$ cat src/hdl/text_cell_glyph_row_generator_core_defines.svh
// Assertion helpers used by the top-level core file.
`ifndef TEXT_CELL_GLYPH_ROW_GENERATOR_CORE_DEFINES_SVH
`define TEXT_CELL_GLYPH_ROW_GENERATOR_CORE_DEFINES_SVH

`ifndef ASSERT_OFF
// Same-cycle implication.
`define ASSERT_IMP(lbl, clk, rst_n, ante, cons) \
  lbl: assert property (@(posedge clk) disable iff (!rst_n) (ante) |-> (cons)) \
    else $error("implication check failed");
// Next-cycle implication.
`define ASSERT_NXT(lbl, clk, rst_n, ante, cons) \
  lbl: assert property (@(posedge clk) disable iff (!rst_n) (ante) |=> (cons)) \
    else $error("next-cycle check failed");
`else
`define ASSERT_IMP(lbl, clk, rst_n, ante, cons)
`define ASSERT_NXT(lbl, clk, rst_n, ante, cons)
`endif

`endif

$ cat src/hdl/tcg_pkg.sv
package tcg_pkg;

  localparam int GlyphStoreDepthDef = 8192;

  localparam int StoreAddrW = 13;
  localparam int ByteW      = 8;
  localparam int RowW       = 4;
  localparam int ColorW     = 3;

  // Action codes carried in tuser.
  localparam logic ActWrite  = 1'b0;
  localparam logic ActRender = 1'b1;

  // Configuration register indexes.
  localparam logic CfgDisplayMode = 1'b0;
  localparam logic CfgPcgEnable   = 1'b1;

  localparam logic [StoreAddrW-1:0] GraphicBank = 13'd2048;
  localparam logic [StoreAddrW-1:0] PcgBank     = 13'd4096;

  localparam logic [RowW-1:0] LastRowTall  = 4'd9;
  localparam logic [RowW-1:0] LastRowShort = 4'd7;

  // Attribute bits.
  localparam int AttrUpper   = 3;
  localparam int AttrGraphic = 4;
  localparam int AttrReverse = 5;
  localparam int AttrSecret  = 6;
  localparam int AttrUnder   = 7;

  typedef struct packed {
    logic [StoreAddrW-1:0] addr;
    logic [RowW-1:0]       row;
    logic                  last;
    logic                  blank;
    logic                  wide;
    logic [ByteW-1:0]      attr;
  } row_req_t;

endpackage

$ cat src/hdl/tcg_seq.sv
module tcg_seq import tcg_pkg::*; (
  input  logic             clk_i,
  input  logic             rst_ni,
  input  logic             start_i,
  input  logic [ByteW-1:0] char_code_i,
  input  logic [ByteW-1:0] attr_i,
  input  logic [1:0]       display_mode_i,
  input  logic             pcg_enable_i,
  input  logic             adv_i,
  output logic             ready_o,
  output logic             req_vld_o,
  output row_req_t         req_o
);

  logic                  vld_q, vld_d;
  logic [RowW-1:0]       row_q, row_d;
  logic [StoreAddrW-1:0] base_q, base_d;
  logic [ByteW-1:0]      attr_q;
  logic                  tall_q, wide_q;
  logic                  last;
  logic [2:0]            glyph_row;

  assign last    = row_q == (tall_q ? LastRowTall : LastRowShort);
  assign ready_o = !vld_q || (last && adv_i);

  always_comb begin
    base_d = {2'b00, char_code_i, 3'b000};
    if (attr_i[AttrGraphic]) begin
      base_d = base_d + GraphicBank;
    end else if (pcg_enable_i) begin
      base_d = base_d + PcgBank;
    end
  end

  always_comb begin
    vld_d = vld_q;
    row_d = row_q;
    if (start_i) begin
      vld_d = 1'b1;
      row_d = '0;
    end else if (vld_q && adv_i) begin
      if (last) begin
        vld_d = 1'b0;
      end else begin
        row_d = row_q + 4'd1;
      end
    end
  end

  always_ff @(posedge clk_i or negedge rst_ni) begin
    if (!rst_ni) begin
      vld_q <= 1'b0;
      row_q <= '0;
    end else begin
      vld_q <= vld_d;
      row_q <= row_d;
    end
  end

  always_ff @(posedge clk_i) begin
    if (start_i) begin
      base_q <= base_d;
      attr_q <= attr_i;
      tall_q <= !display_mode_i[0];
      wide_q <= display_mode_i[1];
    end
  end

  // Tall cells have a blank top row, so glyph rows lag the cell row by one.
  assign glyph_row = tall_q ? 3'(row_q - 4'd1) : row_q[2:0];

  assign req_vld_o   = vld_q;
  assign req_o.addr  = base_q + {10'd0, glyph_row};
  assign req_o.row   = row_q;
  assign req_o.last  = last;
  assign req_o.blank = tall_q && (row_q == '0 || last);
  assign req_o.wide  = wide_q;
  assign req_o.attr  = attr_q;

endmodule

$ cat config.mk
export PLATFORM = sky130hd
export DESIGN_NAME = tcg_seq
export DESIGN_NICKNAME = d
export VERILOG_FILES = /design/src/hdl/text_cell_glyph_row_generator_core_defines.svh /design/src/hdl/tcg_pkg.sv /design/src/hdl/tcg_seq.sv
export SDC_FILE = /design/constraint.sdc
export NUM_CORES = 1
export LEC_CHECK = 0
export ABC_CLOCK_PERIOD_IN_PS = 1900
export BUFFER_PORTS_ARGS = -buffer_cell sky130_fd_sc_hd__buf_2
export CAP_MARGIN = 10
export CORE_MARGIN = 1
export CORE_UTILIZATION = 44
export DETAILED_ROUTE_END_ITERATION = 8
export PLACE_DENSITY_LB_ADDON = 0.25
export SYNTH_ARGS = -nofsm -noshare
export SYNTH_HDL_FRONTEND = slang
export SYNTH_SLANG_ARGS = --single-unit
$ cat constraint.sdc
create_clock -name clk_i -period 1.9 [get_ports clk_i]
set_input_delay 0.285 -clock clk_i [delete_from_list [all_inputs] [get_ports clk_i]]
set_output_delay 0.285 -clock clk_i [all_outputs]
set_load 0.05 [all_outputs]
After elaboration in Yosys (flattened, before gate mapping) --
Cells that the tools add are included. Widths: inputs -> output; s select.
Word-level totals: logic and storage cells 35, register bits 28
Operators by class: eq/ne operators 2, reductions and logical operators 12, muxes and demuxes 10, add/subtract/negate cells 5
Operator list (number):
- $mux 13 | 2
- $mux 4 | 4
- $add 11x12->13 const B | 1
- $add 11x13->13 const B | 1
- $add 13x3->13 | 1
- $add 4x1->4 const B | 1
- $eq 4x4->1 | 1
- $logic_not 4->1 | 1
- $reduce_and 2->1 | 2
- $reduce_bool 2->1 | 2
- $logic_and 1x1->1 | 3
- $mux 1 | 3
- $mux 3 | 1
- $sub 3x1->3 const B | 1
- $logic_not 1->1 | 2
- $logic_or 1x1->1 | 2
- $ne 2x2->1 const B | 1

Logic depth before layout (Yosys ltp) --
depth after elaboration 5, gate-level depth with buffers 5

Worst setup path before layout --
Ideal clock, no wire load.
kind flip-flop to output port, start point register row_q[0], end point output port req_o[16] (netlist name), slack -0.484 ns, data arrival time 2.099 ns, stages on the path, launching flop included 5, cell sequence dfrtp_1 clkbuf_1 inv_1 ha_1 a21oi_1
RTL lines:
- start: declaration | line tcg_seq.sv:16 | logic [RowW-1:0] row_q, row_d;
- start signal: assignment | line tcg_seq.sv:56 | row_q <= row_d;
- end: declaration | line tcg_seq.sv:12 | output row_req_t req_o

Worst setup path in the final report --
start point register tall_q, end point output port ready_o
Between the ends: cells in the longest elaborated chain, start to end 4
Ends and longest elaborated chain:
- start: declaration | line tcg_seq.sv:19 | logic tall_q, wide_q;
- start signal: assignment | line tcg_seq.sv:64 | tall_q <= !display_mode_i[0];
- $mux 4 | line tcg_seq.sv:23 | assign last = row_q == (tall_q ? LastRowTall : LastRowShort);
- $eq 4x4->1 | line tcg_seq.sv:23
- $logic_and 1x1->1 | line tcg_seq.sv:24 | assign ready_o = !vld_q || (last && adv_i);
- $logic_or 1x1->1 | line tcg_seq.sv:24
- end: declaration | line tcg_seq.sv:10 | output logic ready_o,
Every way passes these cells.

==> key figures <==
STA
  – Period Utilization, post-route: 102%
  – Hold slack: 0.143 ns
  – Worst slew margin relative to its limit: slightly above 60%
  – Worst-Margin Slew: around 0.57 ns
  – Post-route setup slack: -0.0323 ns
  – Max Slew Vio Count: 0
  – Total negative slack: -0.0601 ns
  – Max Clk Rate: a little over 0.5 GHz
  – Final-report hold violation count: 0
  – Setup Skew: between 0.003 and 0.004 ns
  – Final min period: between 1.5 and 2 ns
  – Final setup viols: 2
  – Unrepaired setup endpoints after global routing: yes

GRT
  – Pin count of the biggest net entering global routing: 30
  – Total gr overflow: 0
  – Initial antenna violation count: 0
  – Number of global-route vias before repair: 799
  – All-Layer GR Usage: between 10% and 20%
  – First-pass GRT wire length: around 3.5 mm

Final layout
  – Ant diodes: 0
  – # fillers: about 180
  – Final Net Count: about 160
  – Layout area overhead: 46.5%
  – Layout cells sized above 1: between 60 and 70%
  – Core Util, Final: between 60 and 70%

Clocking
  – CTS Sinks: 24
  – Clock root buffer master: clkbuf_4
  – Max Buffers Root-to-Sink: 2
  – Worst skew pair latency: 0.31 ns
  – H-tree levels: 1
  – Clk pin slew, worst setup/hold paths: approximately 0.13 ns
  – TritonCTS clock tree: yes
  – CTS Buf Count: 3

Synthesis
  – Synth cell types: 31
  – Count leader, synth: edfxtp_1
  – Synth Area per Inst: between 10 and 15 sq um
  – Register area share after synthesis: between 60% and 70%
  – Dominant cell type by area after synthesis: edfxtp_1
  – Post-synth EDFFs: 19
  – Post-synthesis async set-or-reset flop share: a little over a fifth
  – Synth area leaders: edfxtp_1 56%, dfrtp_1 12%, ha_1 2.4%
  – Main synth FF type: edfxtp_1
  – Seq cells post-synth: 24
  – Cell Area, Synth: between 1000 and 1500 sq um
  – Most frequent cells after synthesis: 19 x edfxtp_1, 5 x dfrtp_1, 4 x inv_1, 4 x nor2b_1
  – Synthesized Nets: 94
  – Cells after Synth: roughly 70
  – Synth top area share: a little under three fifths
  – Synthesis Warnings: 0

Critical path
  – Delay-heaviest family, CP: compound AO/OA/AOI/OAI gates
  – Setup CP Type: flop to output pin
  – Crit end category: output pin
  – CP Data Arrival Time: roughly 1.7 ns
  – CP max-delay cell: edfxtp_1
  – Setup crit start kind: flop
  – Buf/Inv on CP: 2
  – CP peak stage delay: approximately 0.45 ns
  – WP data required: ~1.6 ns
  – Max FO, Critical Path: 4
  – Crit-path cells: buf_6, nor4bb_4, o21a_2, a21bo_2, buf_8

Die
  – Die ar.: 2530 sq um
  – Die height: between 50 and 60 microns
  – Initial core utilization: 46.3%
  – Die width: 50.3 microns
  – Core area: about 2200 sq um
  – Cell Rows: 17
  – Ports: 53

Worst hold path
  – Hold WC Path Type: input port to flop

Power
  – Total power draw: 1200 uW
  – Worst IR Drop VDD: about 0.62 mV
  – Power Density: between 800 and 900 nW/um^2
  – Pleak: about 0.00070 uW

Drt
  – Final WL: ~2.2 mm
  – Final ANT Viol Nets: 0
  – Post-route DRC violation count: 0
  – Initial DRT Pass Iterations: 4
  – Vias per Instance: 4.93
  – DR iter-0 viols: 10
  – Vias: 809
  – Wire length per cell: ~14 microns

Place
  – Dpl ws: around 0.12 ns
  – Routability congestion estimate: just under 0.8
  – Port bufs: 52
  – HPWL Detailed: 1.48 mm

Status
  – Status: complete, but fails checks
  – Failing checks: negative setup slack

Job
  – Max cap viols: 0
path summary, 6_finish.rpt:
path                                start         to  slack (ns)  cells after the start
worst max register to register     tall_q   row_q[3]        0.17                      6
worst min register to register  req_vld_o  req_vld_o        0.64                      2
worst max-delay path               tall_q    ready_o       -0.03                      5
worst min-delay path            attr_i[3]  attr_q[3]        0.14                      1
min in group asynchronous          rst_ni  req_vld_o        0.30                      2
max in group asynchronous          rst_ni   row_q[1]        1.45                      2
logic make-up after synthesis:
| logic type | count (synthesis) | share of synthesized area, % |
|---|---|---|
| and+or+nand+nor | 20 | 14.0 |
| AOI/OAI and AO/OA | 9 | 6.35 |
| buffers and inverters | 10 | 5.49 |
| muxes | 2 | 2.08 |
| DFF | 24 | 67.9 |
| adders and majority gates | 2 | 2.44 |
| xor gates and xnor gates | 2 | 1.71 |
flip-flops by register name (all words and copies together) (netlist names):
register / count
wide_q: 1
attr_q: 8
req_vld_o: 1
tall_q: 1
base_q: 9
row_q: 4
placed cells by master, fill, tap and decap left out, types with 3 or more instances in the layout:
master	count
buf_2	48
buf_4	17
clkbuf_4	3
dfrtp_1	3
edfxtp_1	19
inv_1	4
nand2_1	3
nor2b_1	4
what timing repair did:
item | in CTS | in global routing
hold endpoints to repair | 5 | 0
resized for setup | 7 | 7
pin swaps | 3 | 3
buffers inserted | 9 | 5
hold buffers | 1 | 0
setup endpoints to repair | 5 | 5
cell type report:
class | instances | area [sq um] | area share [%]
Clock inverter | 1 | 3.75 | 0.250
Tap cell | 28 | 35.0 | 2.33
Sequential cell | 24 | 698 | 46.5
Clock buffer | 3 | 22.5 | 1.50
Timing Repair Buffer | 69 | 419 | 27.9
Inverter | 4 | 15.0 | 1.00
Multi-Input combinational cell | 35 | 308 | 20.5
per-layer routing:
metal  vias to the layer above  wire, microns  GRT usage (%)
li1                        387              -              -
met1                       373            902           19.7
met3                         6            172           4.85
met5                         -              0              0
met4                         0             51           7.62
met2                        43           1120           34.2
stage by stage:
step,cells,area [sq um]
2_1_floorplan,69,1050
3_5_place_dp,145,1320
4_1_cts,159,1440
5_1_grt,164,1500
3_3_place_gp,145,1320
6_report,164,1500
power by group:
part           switching, uW  internal (uW)  leakage (uW)
combinational            250            107      0.000434
clock                    146           76.7     0.0000154
sequential              15.3            609      0.000246
total                    411            792      0.000695
Power figures use the tool's default switching activity.
