--- src/hdl/text_cell_glyph_row_generator_core_defines.svh ---
// Assertion helpers used by the top-level core file.
`ifndef TEXT_CELL_GLYPH_ROW_GENERATOR_CORE_DEFINES_SVH
`define TEXT_CELL_GLYPH_ROW_GENERATOR_CORE_DEFINES_SVH

`ifndef ASSERT_OFF
// Same-cycle implication.
`define ASSERT_IMP(lbl, clk, rst_n, ante, cons) \
  lbl: assert property (@(posedge clk) disable iff (!rst_n) (ante) |-> (cons)) \
    else $error("implication check failed");
// Next-cycle implication.
`define ASSERT_NXT(lbl, clk, rst_n, ante, cons) \
  lbl: assert property (@(posedge clk) disable iff (!rst_n) (ante) |=> (cons)) \
    else $error("next-cycle check failed");
`else
`define ASSERT_IMP(lbl, clk, rst_n, ante, cons)
`define ASSERT_NXT(lbl, clk, rst_n, ante, cons)
`endif

`endif

--- src/hdl/tcg_pkg.sv ---
package tcg_pkg;

  localparam int GlyphStoreDepthDef = 8192;

  localparam int StoreAddrW = 13;
  localparam int ByteW      = 8;
  localparam int RowW       = 4;
  localparam int ColorW     = 3;

  // Action codes carried in tuser.
  localparam logic ActWrite  = 1'b0;
  localparam logic ActRender = 1'b1;

  // Configuration register indexes.
  localparam logic CfgDisplayMode = 1'b0;
  localparam logic CfgPcgEnable   = 1'b1;

  localparam logic [StoreAddrW-1:0] GraphicBank = 13'd2048;
  localparam logic [StoreAddrW-1:0] PcgBank     = 13'd4096;

  localparam logic [RowW-1:0] LastRowTall  = 4'd9;
  localparam logic [RowW-1:0] LastRowShort = 4'd7;

  // Attribute bits.
  localparam int AttrUpper   = 3;
  localparam int AttrGraphic = 4;
  localparam int AttrReverse = 5;
  localparam int AttrSecret  = 6;
  localparam int AttrUnder   = 7;

  typedef struct packed {
    logic [StoreAddrW-1:0] addr;
    logic [RowW-1:0]       row;
    logic                  last;
    logic                  blank;
    logic                  wide;
    logic [ByteW-1:0]      attr;
  } row_req_t;

endpackage

--- src/hdl/tcg_shade.sv ---
module tcg_shade import tcg_pkg::*; (
  input  logic              clk_i,
  input  logic              rst_ni,
  input  logic              vld_i,
  input  row_req_t          req_i,
  input  logic [ByteW-1:0]  data_i,
  input  logic              out_ready_i,
  output logic              adv_o,
  output logic              out_vld_o,
  output logic [ByteW-1:0]  pixel_row_o,
  output logic [RowW-1:0]   row_index_o,
  output logic [ColorW-1:0] color_index_o,
  output logic              last_row_o
);

  logic              out_vld_q;
  logic [ByteW-1:0]  pixel_q, pixel_d;
  logic [RowW-1:0]   row_q;
  logic [ColorW-1:0] color_q;
  logic              last_q;

  assign adv_o = !out_vld_q || out_ready_i;

  always_comb begin
    pixel_d = req_i.blank ? '0 : data_i;
    if (req_i.attr[AttrSecret]) begin
      pixel_d = '0;
    end
    if (req_i.attr[AttrUnder] && req_i.last) begin
      pixel_d = '1;
    end
    if (req_i.attr[AttrUpper] && req_i.row == '0) begin
      pixel_d = '1;
    end
    if (req_i.attr[AttrReverse]) begin
      pixel_d = ~pixel_d;
    end
    // Narrow columns keep four pixels, each the OR of a pixel pair.
    if (req_i.wide) begin
      pixel_d = {pixel_d[7] | pixel_d[6], pixel_d[5] | pixel_d[4],
                 pixel_d[3] | pixel_d[2], pixel_d[1] | pixel_d[0], 4'b0000};
    end
  end

  always_ff @(posedge clk_i or negedge rst_ni) begin
    if (!rst_ni) begin
      out_vld_q <= 1'b0;
    end else if (adv_o) begin
      out_vld_q <= vld_i;
    end
  end

  always_ff @(posedge clk_i) begin
    if (adv_o) begin
      pixel_q <= pixel_d;
      row_q   <= req_i.row;
      color_q <= req_i.attr[ColorW-1:0];
      last_q  <= req_i.last;
    end
  end

  assign out_vld_o     = out_vld_q;
  assign pixel_row_o   = pixel_q;
  assign row_index_o   = row_q;
  assign color_index_o = color_q;
  assign last_row_o    = last_q;

endmodule

--- config.mk ---
export PLATFORM = sky130hd
export DESIGN_NAME = tcg_shade
export DESIGN_NICKNAME = d
export VERILOG_FILES = /design/src/hdl/text_cell_glyph_row_generator_core_defines.svh /design/src/hdl/tcg_pkg.sv /design/src/hdl/tcg_shade.sv
export SDC_FILE = /design/constraint.sdc
export NUM_CORES = 1
export LEC_CHECK = 0
export ABC_AREA = 1
export BUFFER_PORTS_ARGS = -buffer_cell sky130_fd_sc_hd__buf_4
export CORE_AREA = 2 2 48 50
export DETAILED_ROUTE_END_ITERATION = 6
export DIE_AREA = 0 0 50 52
export PLACE_DENSITY = 0.89
export SLEW_MARGIN = 40
export SYNTH_ARGS = -nofsm -noshare
export SYNTH_HDL_FRONTEND = slang
export SYNTH_SLANG_ARGS = --single-unit
--- constraint.sdc ---
create_clock -name clk_i -period 1.8 [get_ports clk_i]
set_input_delay 0.36 -clock clk_i [delete_from_list [all_inputs] [get_ports clk_i]]
set_output_delay 0.36 -clock clk_i [all_outputs]
set_load 0.005 [all_outputs]
# Word level (Yosys, flattened, before mapping)
# Index checks and enable logic that the tools add are counted.
# totals
mem_bits_rw	0
out_inout_bits	18
mem_bits_ro	0
wordCells	22
latchBits	0
mem_count	0
register_bits	17
in_bits	40
# classes
add_sub_neg	0
n_shift	0
muxes	6
n_mul	0
n_div	0
bitwise	5
n_eq_ne	0
magnitude_cmp	0
reduce_logical	5
# op_table
cell	n
8-bit two-way mux	6
8-bit NOT	1
4-bit zero test	1
1-bit bitwise OR	4
1-bit logical AND	2
1-bit zero test	1
1-bit logical OR	1

# Logic depth before layout (Yosys ltp)
# Gate-level depths: netlist of run 1.
# depth
ltp_word	8
ltp_mapped	9
ltp_nobuf	9

# Worst setup path before layout of run 1
# No wires, ideal clock.
# synth_path
path_kind	input to register
startpoint	in req_i[12] (netlist bit)
endpoint	reg pixel_q[6], in the netlist pixel_row_o[6], data pin
path_buffers	1
arrival_time_ns	1.004
setup_slack_ns	0.544
t_required_ns	1.548
setup_time_ns	0.252
path_stages	9
path_cell_list	nor2_1 -> nand3_2 -> buf_6 -> nand2_1 -> nand2_1 -> nand2_1 -> nand2_1 -> nand2_1 -> nand2_1
# synth_between
elab_chain_len	7
# synth_lines
element	line_no	text
start: declaration	tcg_shade.sv:5	input row_req_t req_i,
4-bit zero test *	tcg_shade.sv:32	if (req_i.attr[AttrUpper] && req_i.row == '0) begin
1-bit logical AND *	tcg_shade.sv:32	
8-bit two-way mux *	tcg_shade.sv:32	
8-bit NOT	tcg_shade.sv:36	pixel_d = ~pixel_d;
8-bit two-way mux *	tcg_shade.sv:35	if (req_i.attr[AttrReverse]) begin
1-bit bitwise OR	tcg_shade.sv:40	pixel_d = {pixel_d[7] | pixel_d[6], pixel_d[5] | pixel_d[4],
8-bit two-way mux *	tcg_shade.sv:39	if (req_i.wide) begin
via pixel_d[6]	tcg_shade.sv:17	logic [ByteW-1:0] pixel_q, pixel_d;
end signal: assignment	tcg_shade.sv:55	pixel_q <= pixel_d;
end: declaration	tcg_shade.sv:17	
# The timed path passes the listed nets; every way through them passes the cells marked *.
# A chain may end at the register's enable or synchronous reset.

# Worst setup path after layout of run 1
# layout_path
startpoint	reg out_vld_q, in the netlist out_vld_o
endpoint	out adv_o
# layout_between
elab_chain_len	2
# layout_lines
element	line_no	text
start: declaration	tcg_shade.sv:16	logic out_vld_q;
start signal: assignment	tcg_shade.sv:49	out_vld_q <= vld_i;
1-bit zero test	tcg_shade.sv:22	assign adv_o = !out_vld_q || out_ready_i;
1-bit logical OR	tcg_shade.sv:22	
end: declaration	tcg_shade.sv:8	output logic adv_o,
# Every way passes these cells.

==> metrics, run 1 <==
status=finished, final reports clean; WP data arrival=1.05 ns; CTS Buffer Depth=2; CTS tree=done; Synth Instances=92; Power per Cell Area=711.1 nW/um2; highest cell delay on the worst timing path=0.39 ns; root buffer cell=clkbuf_4; gpl congestion=0.7714; share of cells above drive strength 1=39.86%; Final ANT Viol Nets=0; Switching Share=23.69%; Final period util=78.11%; H-tree levels=1; Critical Path Fanout Max=6; ranking of synthesized cells by area=edfxtp_1 (55%), nand2_1 (16%), nand3_1 (6.9%); Core Util, Final=57.99%; clk_skew=0.001943 ns; Fillers=188; Chip Width=50 um; most frequent cells after synthesis=nand2_1 (37), edfxtp_1 (16), nand3_1 (12); die area=2600 um2; post-DP HPWL=1537 um; Most used DFF post-synth=edfxtp_1; Total Wirelength=1855 um; Setup Crit Path Kind=flop to output pin; combinational power share=22.4%; total internal power=0.0006626 W; sequential power share=55.7%; Critical Path RT=1.44 ns; vias=780; R2R Setup Slk=0.64 ns; Hold Crit Depth=1; RSZ-0062 raised after global routing=no; Setup Viol. Count Final=0; Remaining DRCs=0; most frequent cell after synthesis=nand2_1; Startpoint Class=flop; CTS clk-pin slew, worst paths=0.09 ns; Pre-antenna DRT Iters=4; Ports=58; # rows=17; largest net degree at the start of global routing=14; Initial Util=41.35%; ANT cells=0; CP cell instances=nand2_1, buf_4; Worst Hold Path EP=color_index_o[2]; Post-CTS Repair Setup Buffers=0; Skew-Pair Late Insertion Delay=0.28 ns; R2R depth=2; initial antenna violation count=0; wire per inst=11.17 um; DRT iter0 DRCs=9; Seq/Total Area, Yosys=58.05%; Final Hold Viols=0; hold slack final=0.2548 ns; max-cap violation count=0; crit end category=output pin; Max stage delay cell, worst path=dfrtp_1; total global routing overflow=0; I/O Buffers=43; CP Buf/Inv Count=1; core area=2106 um2; cell family with most CP delay=flip-flops; Final nets=179; syn_nets=132; FFs w/ async S/R, synth=5.882%; hold path start=req_i[2]; RR Startpoint=out_vld_o; Slew Limit Fails=0; Die H=52 um; Via density=4.699; fmax=0.7112 GHz; syn avg cell area=9.466 um2; first-pass GRT wire length=2891 um; vias in the first global route=715; final total power=0.0008684 W; Inserted Clock Buffers=3; area leader, netlist=edfxtp_1; Area Overhead vs Synth=40.23%; TNS Setup=0 ns; number of flops mapped to enable cells by yosys=16; switching pwr=0.0002058 W; Leak=0.6173 nW; Yosys top cell area share=55.17%; Hold Crit Class=primary input to flop; Final min period=1.406 ns; VDD IR-drop max=0.3027 mV; clk sinks=17; Clock power frac=21.9%; Worst Max-Slew Pin Slew=0.2524 ns; GRT Overall Usage=14.98%; relative slew slack=83.13%; RR Endpoint=pixel_row_o[4]; Synth Register Bits=17; Yosys cell types=14; synth warn=0; Synth Cell Area=870.8 um2
cell usage in the layout, fill, tap and decap left out:
master         instances
buf_4                 44
nand2_1               37
edfxtp_1              16
nand3_1               12
a21oi_1                6
nor2_1                 5
inv_1                  4
inv_2                  3
clkbuf_4               3
nand2_2                2
nor2_4                 1
nor2_2                 1
nand3_2                1
clkbuf_1               1
dlygate4sd3_1          1
dfrtp_1                1
power groups by stage:
stage                     Sequential, W  Combinational [W]  Clock [W]
after floorplan                0.000496          0.0000847          0
after global placement         0.000491           0.000186          0
after detailed placement       0.000493           0.000193          0
after CTS                      0.000484           0.000196   0.000201
after global routing           0.000487           0.000216   0.000213
final                          0.000484           0.000194   0.000190
state kept, by name (all words and copies together), names as in the netlist:
register and cells:
color_index_o 3, last_row_o 1, out_vld_o 1, pixel_row_o 8
row_index_o 4
worst max path at each step:
stage              start             end  slack [ns]  cells past startpoint
2_1_floorplan  req_i[12]  pixel_row_o[6]        0.54                      9
6_report       out_vld_o           adv_o        0.39                      2
5_1_grt        out_vld_o           adv_o        0.33                      2
3_3_place_gp   req_i[12]  pixel_row_o[5]        0.33                      9
4_1_cts        out_vld_o           adv_o        0.37                      2
3_5_place_dp   req_i[12]  pixel_row_o[4]        0.28                      9
cell families after synthesis:
group           synth area share, %
simple gates                  29.60
flops                         58.05
buf+inv                       8.908
compound gates                3.448
per-stage QoR:
stage | std cells | worst slack (ns) | instance area, um2
floorplan | 92 | 0.5442 | 870.8
global placement | 161 | 0.3288 | 1185
detailed placement | 161 | 0.2771 | 1185
CTS | 166 | 0.3709 | 1221
global route | 166 | 0.3312 | 1221
finish | 166 | 0.3939 | 1221
timing repair:
item	in CTS	in global routing
hold buffers	1	0
endpoints found under the hold margin	1	0
gates resized for setup	0	0
per-layer routing:
layer	part of all wire [%]	routed length, um	vias up	global-route usage [%]
li1	-	-	398	-
met1	38	710	333	16.11
met2	51	946	47	26.97
met3	10	191	2	4.310
met4	0.38	7	0	6.944
met5	0	0	-	0
final cells by class:
| type | instances | area [um2] | area share (%) |
|---|---|---|---|
| clock buffers | 4 | 26.28 | 2.152 |
| flip-flops and latches | 17 | 505.5 | 41.39 |
| inverters | 7 | 26.28 | 2.152 |
| multi-input cells | 65 | 287.8 | 23.57 |
| repair buffers | 45 | 340.3 | 27.87 |
| well taps | 28 | 35.03 | 2.869 |
Note: power is estimated with default switching activity, not from simulation.
==> inputs of run 2 (changes only) <==
Settings changed: CORE_AREA 2 2 48 50 to 2 2 50 52, DIE_AREA 0 0 50 52 to 0 0 52 54, PLACE_DENSITY 0.89 to 0.84.
Clock period 1.8 ns to 1.3 ns, I/O delays scaled along.
==> metrics, run 2 (same netlist as run 1, synthesis figures left out) <==
initial antenna violation count=0 (unchanged); H-tree levels=1 (unchanged); DRT iter0 DRCs=9 (unchanged); Fillers=223 (+19%); TNS Setup=0 ns (unchanged); VDD IR-drop max=0.4815 mV (+59%); Setup Viol. Count Final=0 (unchanged); fmax=0.8227 GHz; Finished Layout Cells=169 (+1.8%); max reg flops=8 (unchanged); design area=1234 um2 (+1.0%); largest net degree at the start of global routing=14 (unchanged); Final nets=180 (+0.56%); gpl congestion=0.7611 (-1.3%); Slew Limit Fails=0 (unchanged); share of cells above drive strength 1=41.01% (+1.2 points); Chip Width=52 um (+4.0%); Area Overhead vs Synth=41.67%; GRT Overall Usage=12.95% (-2.0 points); total area of sequential cells=505.5 um2 (unchanged); CTS tree=done; placed instance count=164 (+1.9%); Die H=54 um (+3.8%); I/O Buffers=43 (unchanged); ANT cells=0 (unchanged); Max stage delay cell, worst path=dfrtp_1; Ports=58 (unchanged); hold slack final=0.1582 ns (-0.09660 ns); Skew-Pair Late Insertion Delay=0.27 ns (about the same); Leak=0.6221 nW (+0.78%); highest cell delay on the worst timing path=0.39 ns (about the same); Via density=4.503 (-4.2%); Remaining DRCs=0 (unchanged); first-pass GRT wire length=2677 um (-7.4%); Critical Path RT=1.04 ns (-0.40 ns); commonest non-fill, non-tap cell in the layout=buf_4; Worst Max-Slew Pin Slew=0.2469 ns (-0.005463 ns); CTS Buffer Depth=2 (unchanged); Critical Path Fanout Max=7 (+1); Final Hold Viols=0 (unchanged); die area=2808 um2 (+8.0%); RSZ-0062 raised after global routing=no; final total power=0.001194 W (+37%); Final min period=1.215 ns; commonest cells after routing, fill and taps aside=buf_4 (45), nand2_1 (36), edfxtp_1 (16), nand3_1 (12), a21oi_1 (6); Pre-antenna DRT Iters=4 (unchanged); Inserted Clock Buffers=3 (unchanged); vias in the first global route=692 (-3.2%); Final period util=93.50%; max-cap violation count=0 (unchanged); total global routing overflow=0 (unchanged); crit end category=output pin; CP cell instances=nand2_2, buf_4; core area=2320 um2 (+10%); wire per inst=10.28 um (-8.0%); relative slew slack=83.52% (+0.39 points); CTS clk-pin slew, worst paths=0.09 ns (about the same); clk sinks=17 (unchanged); # rows=18 (+1); Total Wirelength=1738 um (-6.3%); Initial Util=37.54% (-3.8 points); post-DP HPWL=1456 um (-5.2%); clk_skew=0.003645 ns (+0.001701 ns); area taken by multi-input logic gates=290.3 um2 (+0.87%); WP data arrival=0.96 ns (-0.09 ns); Setup Crit Path Kind=flop to output pin; Final ANT Viol Nets=0 (unchanged); root buffer cell=clkbuf_4; status=finished, final reports clean; vias=761 (-2.4%); placed instance area=1195 um2 (+0.84%); Startpoint Class=flop; Hold Crit Class=primary input to flop; Power per Cell Area=967.4 nW/um2 (+36%)
-- run 2: cell types whose count changed in the layout (fill, tap and decap cells not counted), sizes merged --
cell | previous run | this run
buf | 44 | 45
-- run 2: power by group --
part	switching (W)	total [W]	internal (W)
sequential	0.0000131	0.000668	0.000655
combinational	0.000124	0.000270	0.000146
clock	0.000136	0.000255	0.000119
total	0.000274	0.00119	0.000920
-- run 2: final timing paths --
| path | startpoint | endpoint | slack, ns | cells after the start |
|---|---|---|---|---|
| setup / recovery | out_vld_o | adv_o | 0.08 | 2 |
| hold / removal | req_i[2] | color_index_o[2] | 0.16 | 1 |
| setup reg to reg | out_vld_o | pixel_row_o[3] | 0.27 | 2 |
| hold reg to reg | out_vld_o | out_vld_o | 0.59 | 2 |
| max in group asynchronous | rst_ni | out_vld_o | 0.92 | 2 |
| min in group asynchronous | rst_ni | out_vld_o | 0.30 | 2 |
-- run 2: layout make-up --
cell class	count	area share, %
Clock buffer	4	2.130
Timing Repair Buffer	46	28.19
Sequential cell	17	40.97
Multi-Input combinational cell	65	23.53
Tap cell	30	3.043
Inverter	7	2.130
-- run 2: timing repair --
item	4_1_cts	5_1_grt
hold buffers	1	0
buffers inserted	0	0
endpoints found under the setup margin	1	0
resized for setup	1	0
hold endpoints to repair	1	0
-- run 2: metal layers --
layer | routed length (um) | share of wire (%) | global-route usage, %
met1 | 682 | 39 | 14.14
met2 | 840 | 48 | 23.00
met3 | 201 | 12 | 2.500
met4 | 13 | 0.75 | 8.333
met5 | 0 | 0 | 0
-- run 2: stage by stage --
step	util [%]	worst slack, ns
final	53.18	0.08450
after global routing	53.18	0.01981
after CTS	53.18	0.05190
after detailed placement	51.51	-0.1299
after global placement	51.51	-0.08752
after floorplan	-	0.1339
-- run 2: critical path: cells and delay by family (launching register included) --
kind | cells | cell delay [ns]
simple gates | 1 | 0.15
buf+inv | 1 | 0.14
flops | 1 | 0.39
==> inputs of run 3 (changes only) <==
Settings changed: REMOVE_ABC_BUFFERS from default to 1.
==> metrics, run 3 (same netlist as run 1, synthesis figures left out) <==
status=finished, final reports clean; Startpoint Class=primary input; max-cap violation count=0 (unchanged); post-DP HPWL=1441 um (-1.1%); combinational power share=22.3% (-0.4 points); Area Overhead vs Synth=40.52%; Chip Width=52 um (unchanged); largest net degree at the start of global routing=18 (+4); Remaining DRCs=0 (unchanged); Worst Max-Slew Pin Slew=0.2369 ns (-0.01002 ns); CTS Buffer Depth=2 (unchanged); cell family with most CP delay=simple AND/OR/NAND/NOR gates; final total power=0.001192 W (-0.13%); clk sinks=17 (unchanged); crit end category=flop; VDD IR-drop max=0.3863 mV (-20%); core area=2320 um2 (unchanged); WP data arrival=1.14 ns (+0.18 ns); met3 Use GR=2.778% (+0.28 points); Max stage delay cell, worst path=nand3_2; ANT cells=0 (unchanged); root buffer cell=clkbuf_4; gpl congestion=0.6948 (-8.7%); Most Used Layer, Global Route=met2; vias in the first global route=658 (-4.9%); Clock power frac=21.6% (+0.2 points); Slew Limit Fails=0 (unchanged); initial antenna violation count=0 (unchanged); DRT iter0 DRCs=18 (+9); fmax=0.8991 GHz (+9.3%); share of cells above drive strength 1=39.86% (-1.2 points); Final nets=179 (-0.56%); Skew-Pair Late Insertion Delay=0.27 ns (about the same); Switching Share=23.07% (+0.14 points); Hold Crit Class=primary input to flop; sequential power share=56.0% (about the same); total internal power=0.0009169 W (-0.31%); CP most frequent cell=nand2_1; RSZ-0062 raised after global routing=no; total area of sequential cells=505.5 um2 (unchanged); TNS Setup=0 ns (unchanged); met2 usage=22.57% (-0.42 points); CTS clk-pin slew, worst paths=0.09 ns (about the same); first-pass GRT wire length=2725 um (+1.8%); I/O Buffers=43 (unchanged); H-tree levels=1 (unchanged); met1 Use GR=15.56% (+1.4 points); die area=2808 um2 (unchanged); wire per inst=10.34 um (+0.54%); CP cell instances=buf_4, nor2_1, nand3_2, nand2_1, inv_2, nand2_1, nand2_1, nand3_1, nand2_1; Setup Crit Path Kind=primary input to flop; Power per Cell Area=974.1 nW/um2 (+0.69%); GRT Overall Usage=12.96% (about the same); Leak=0.6173 nW (-0.77%); switching pwr=0.0002750 W (+0.48%); highest cell delay on the worst timing path=0.23 ns (-0.16 ns); CTS tree=done; Setup Viol. Count Final=0 (unchanged); vias=774 (+1.7%); Final Hold Viols=0 (unchanged); Pre-antenna DRT Iters=4 (unchanged); Initial Util=37.54% (unchanged); clk_skew=0.009095 ns (+0.005450 ns); # rows=18 (unchanged); max reg flops=8 (unchanged); Inserted Clock Buffers=3 (unchanged); Final ANT Viol Nets=0 (unchanged); Via density=4.607 (+2.3%); Final period util=85.56% (-7.9 points); Total Wirelength=1737 um (about the same); total global routing overflow=0 (unchanged); Die H=54 um (unchanged); Fillers=209 (-6.3%); commonest cells after routing, fill and taps aside=buf_4 (44), nand2_1 (37), edfxtp_1 (16), nand3_1 (12), a21oi_1 (6); Ports=58 (unchanged); Final min period=1.112 ns (-0.1033 ns); area taken by multi-input logic gates=287.8 um2 (-0.86%); Critical Path Fanout Max=13 (+6); relative slew slack=84.19% (+0.67 points); commonest non-fill, non-tap cell in the layout=buf_4; Critical Path RT=1.33 ns (+0.29 ns); CP Buf/Inv Count=2 (+1)
==> run 3: changes by cell type in the layout (fill, tap and decap cells not counted), sizes merged <==
cell / before / now
buf: 45 / 44
==> run 3: per-stage QoR <==
| step | utilization [%] | setup slack (ns) | hold WS [ns] | cells | instance area, um2 |
|---|---|---|---|---|---|
| floorplan | - | 0.1314 | -0.03559 | 89 | 819.5 |
| global placement | 51.19 | -0.06223 | 0.03526 | 163 | 1187 |
| detailed placement | 51.19 | -0.1151 | 0.03706 | 163 | 1187 |
| CTS | 52.75 | 0.1783 | 0.1513 | 168 | 1224 |
| global route | 52.75 | 0.07617 | 0.1458 | 168 | 1224 |
| finish | 52.75 | 0.1878 | 0.1560 | 168 | 1224 |
==> run 3: timing repair <==
item / 4_1_cts / 5_1_grt
hold endpoints to repair: 1 / 0
buffers inserted: 0 / 0
hold buffers: 1 / 0
gates resized for setup: 0 / 0
endpoints found under the setup margin: 0 / 0
==> run 3: area by class of cell <==
| cell class | count | share of cell area [%] |
|---|---|---|
| Clock buffer | 4 | 2.147 |
| Inverter | 7 | 2.147 |
| Multi-Input combinational cell | 65 | 23.52 |
| Sequential cell | 17 | 41.31 |
| Tap cell | 30 | 3.067 |
| Timing Repair Buffer | 45 | 27.81 |
==> run 3: routing by layer <==
layer / wire length (um) / vias to the layer above / part of all wire [%]
met5: 0 / - / 0
met4: 13 / 0 / 0.75
met3: 218 / 2 / 13
met2: 765 / 41 / 44
met1: 740 / 338 / 43
li1: - / 393 / -
==> run 3: final timing paths <==
check	cells past startpoint	slack (ns)	start	endpoint
worst max-delay path	9	0.19	req_i[12]	pixel_row_o[7]
max in group asynchronous	2	0.91	rst_ni	out_vld_o
worst min register to register	3	0.74	out_vld_o	out_vld_o
min in group asynchronous	2	0.31	rst_ni	out_vld_o
worst min-delay path	1	0.16	req_i[1]	color_index_o[1]
worst max register to register	2	0.29	out_vld_o	pixel_row_o[5]
==> run 3: power by group through the flow <==
stage                     Clock (W)  Combinational [W]  Sequential, W
final                      0.000258           0.000266       0.000668
after global routing       0.000290           0.000301       0.000672
after CTS                  0.000267           0.000269       0.000669
after detailed placement          0           0.000265       0.000682
after global placement            0           0.000257       0.000679
after floorplan                   0          0.0000988       0.000686
==> run 3: worst reg2reg max path: stages (launching register included) <==
cell and delay, ns:
dfrtp_1 0.39, nand2_1 0.08, buf_4 0.24
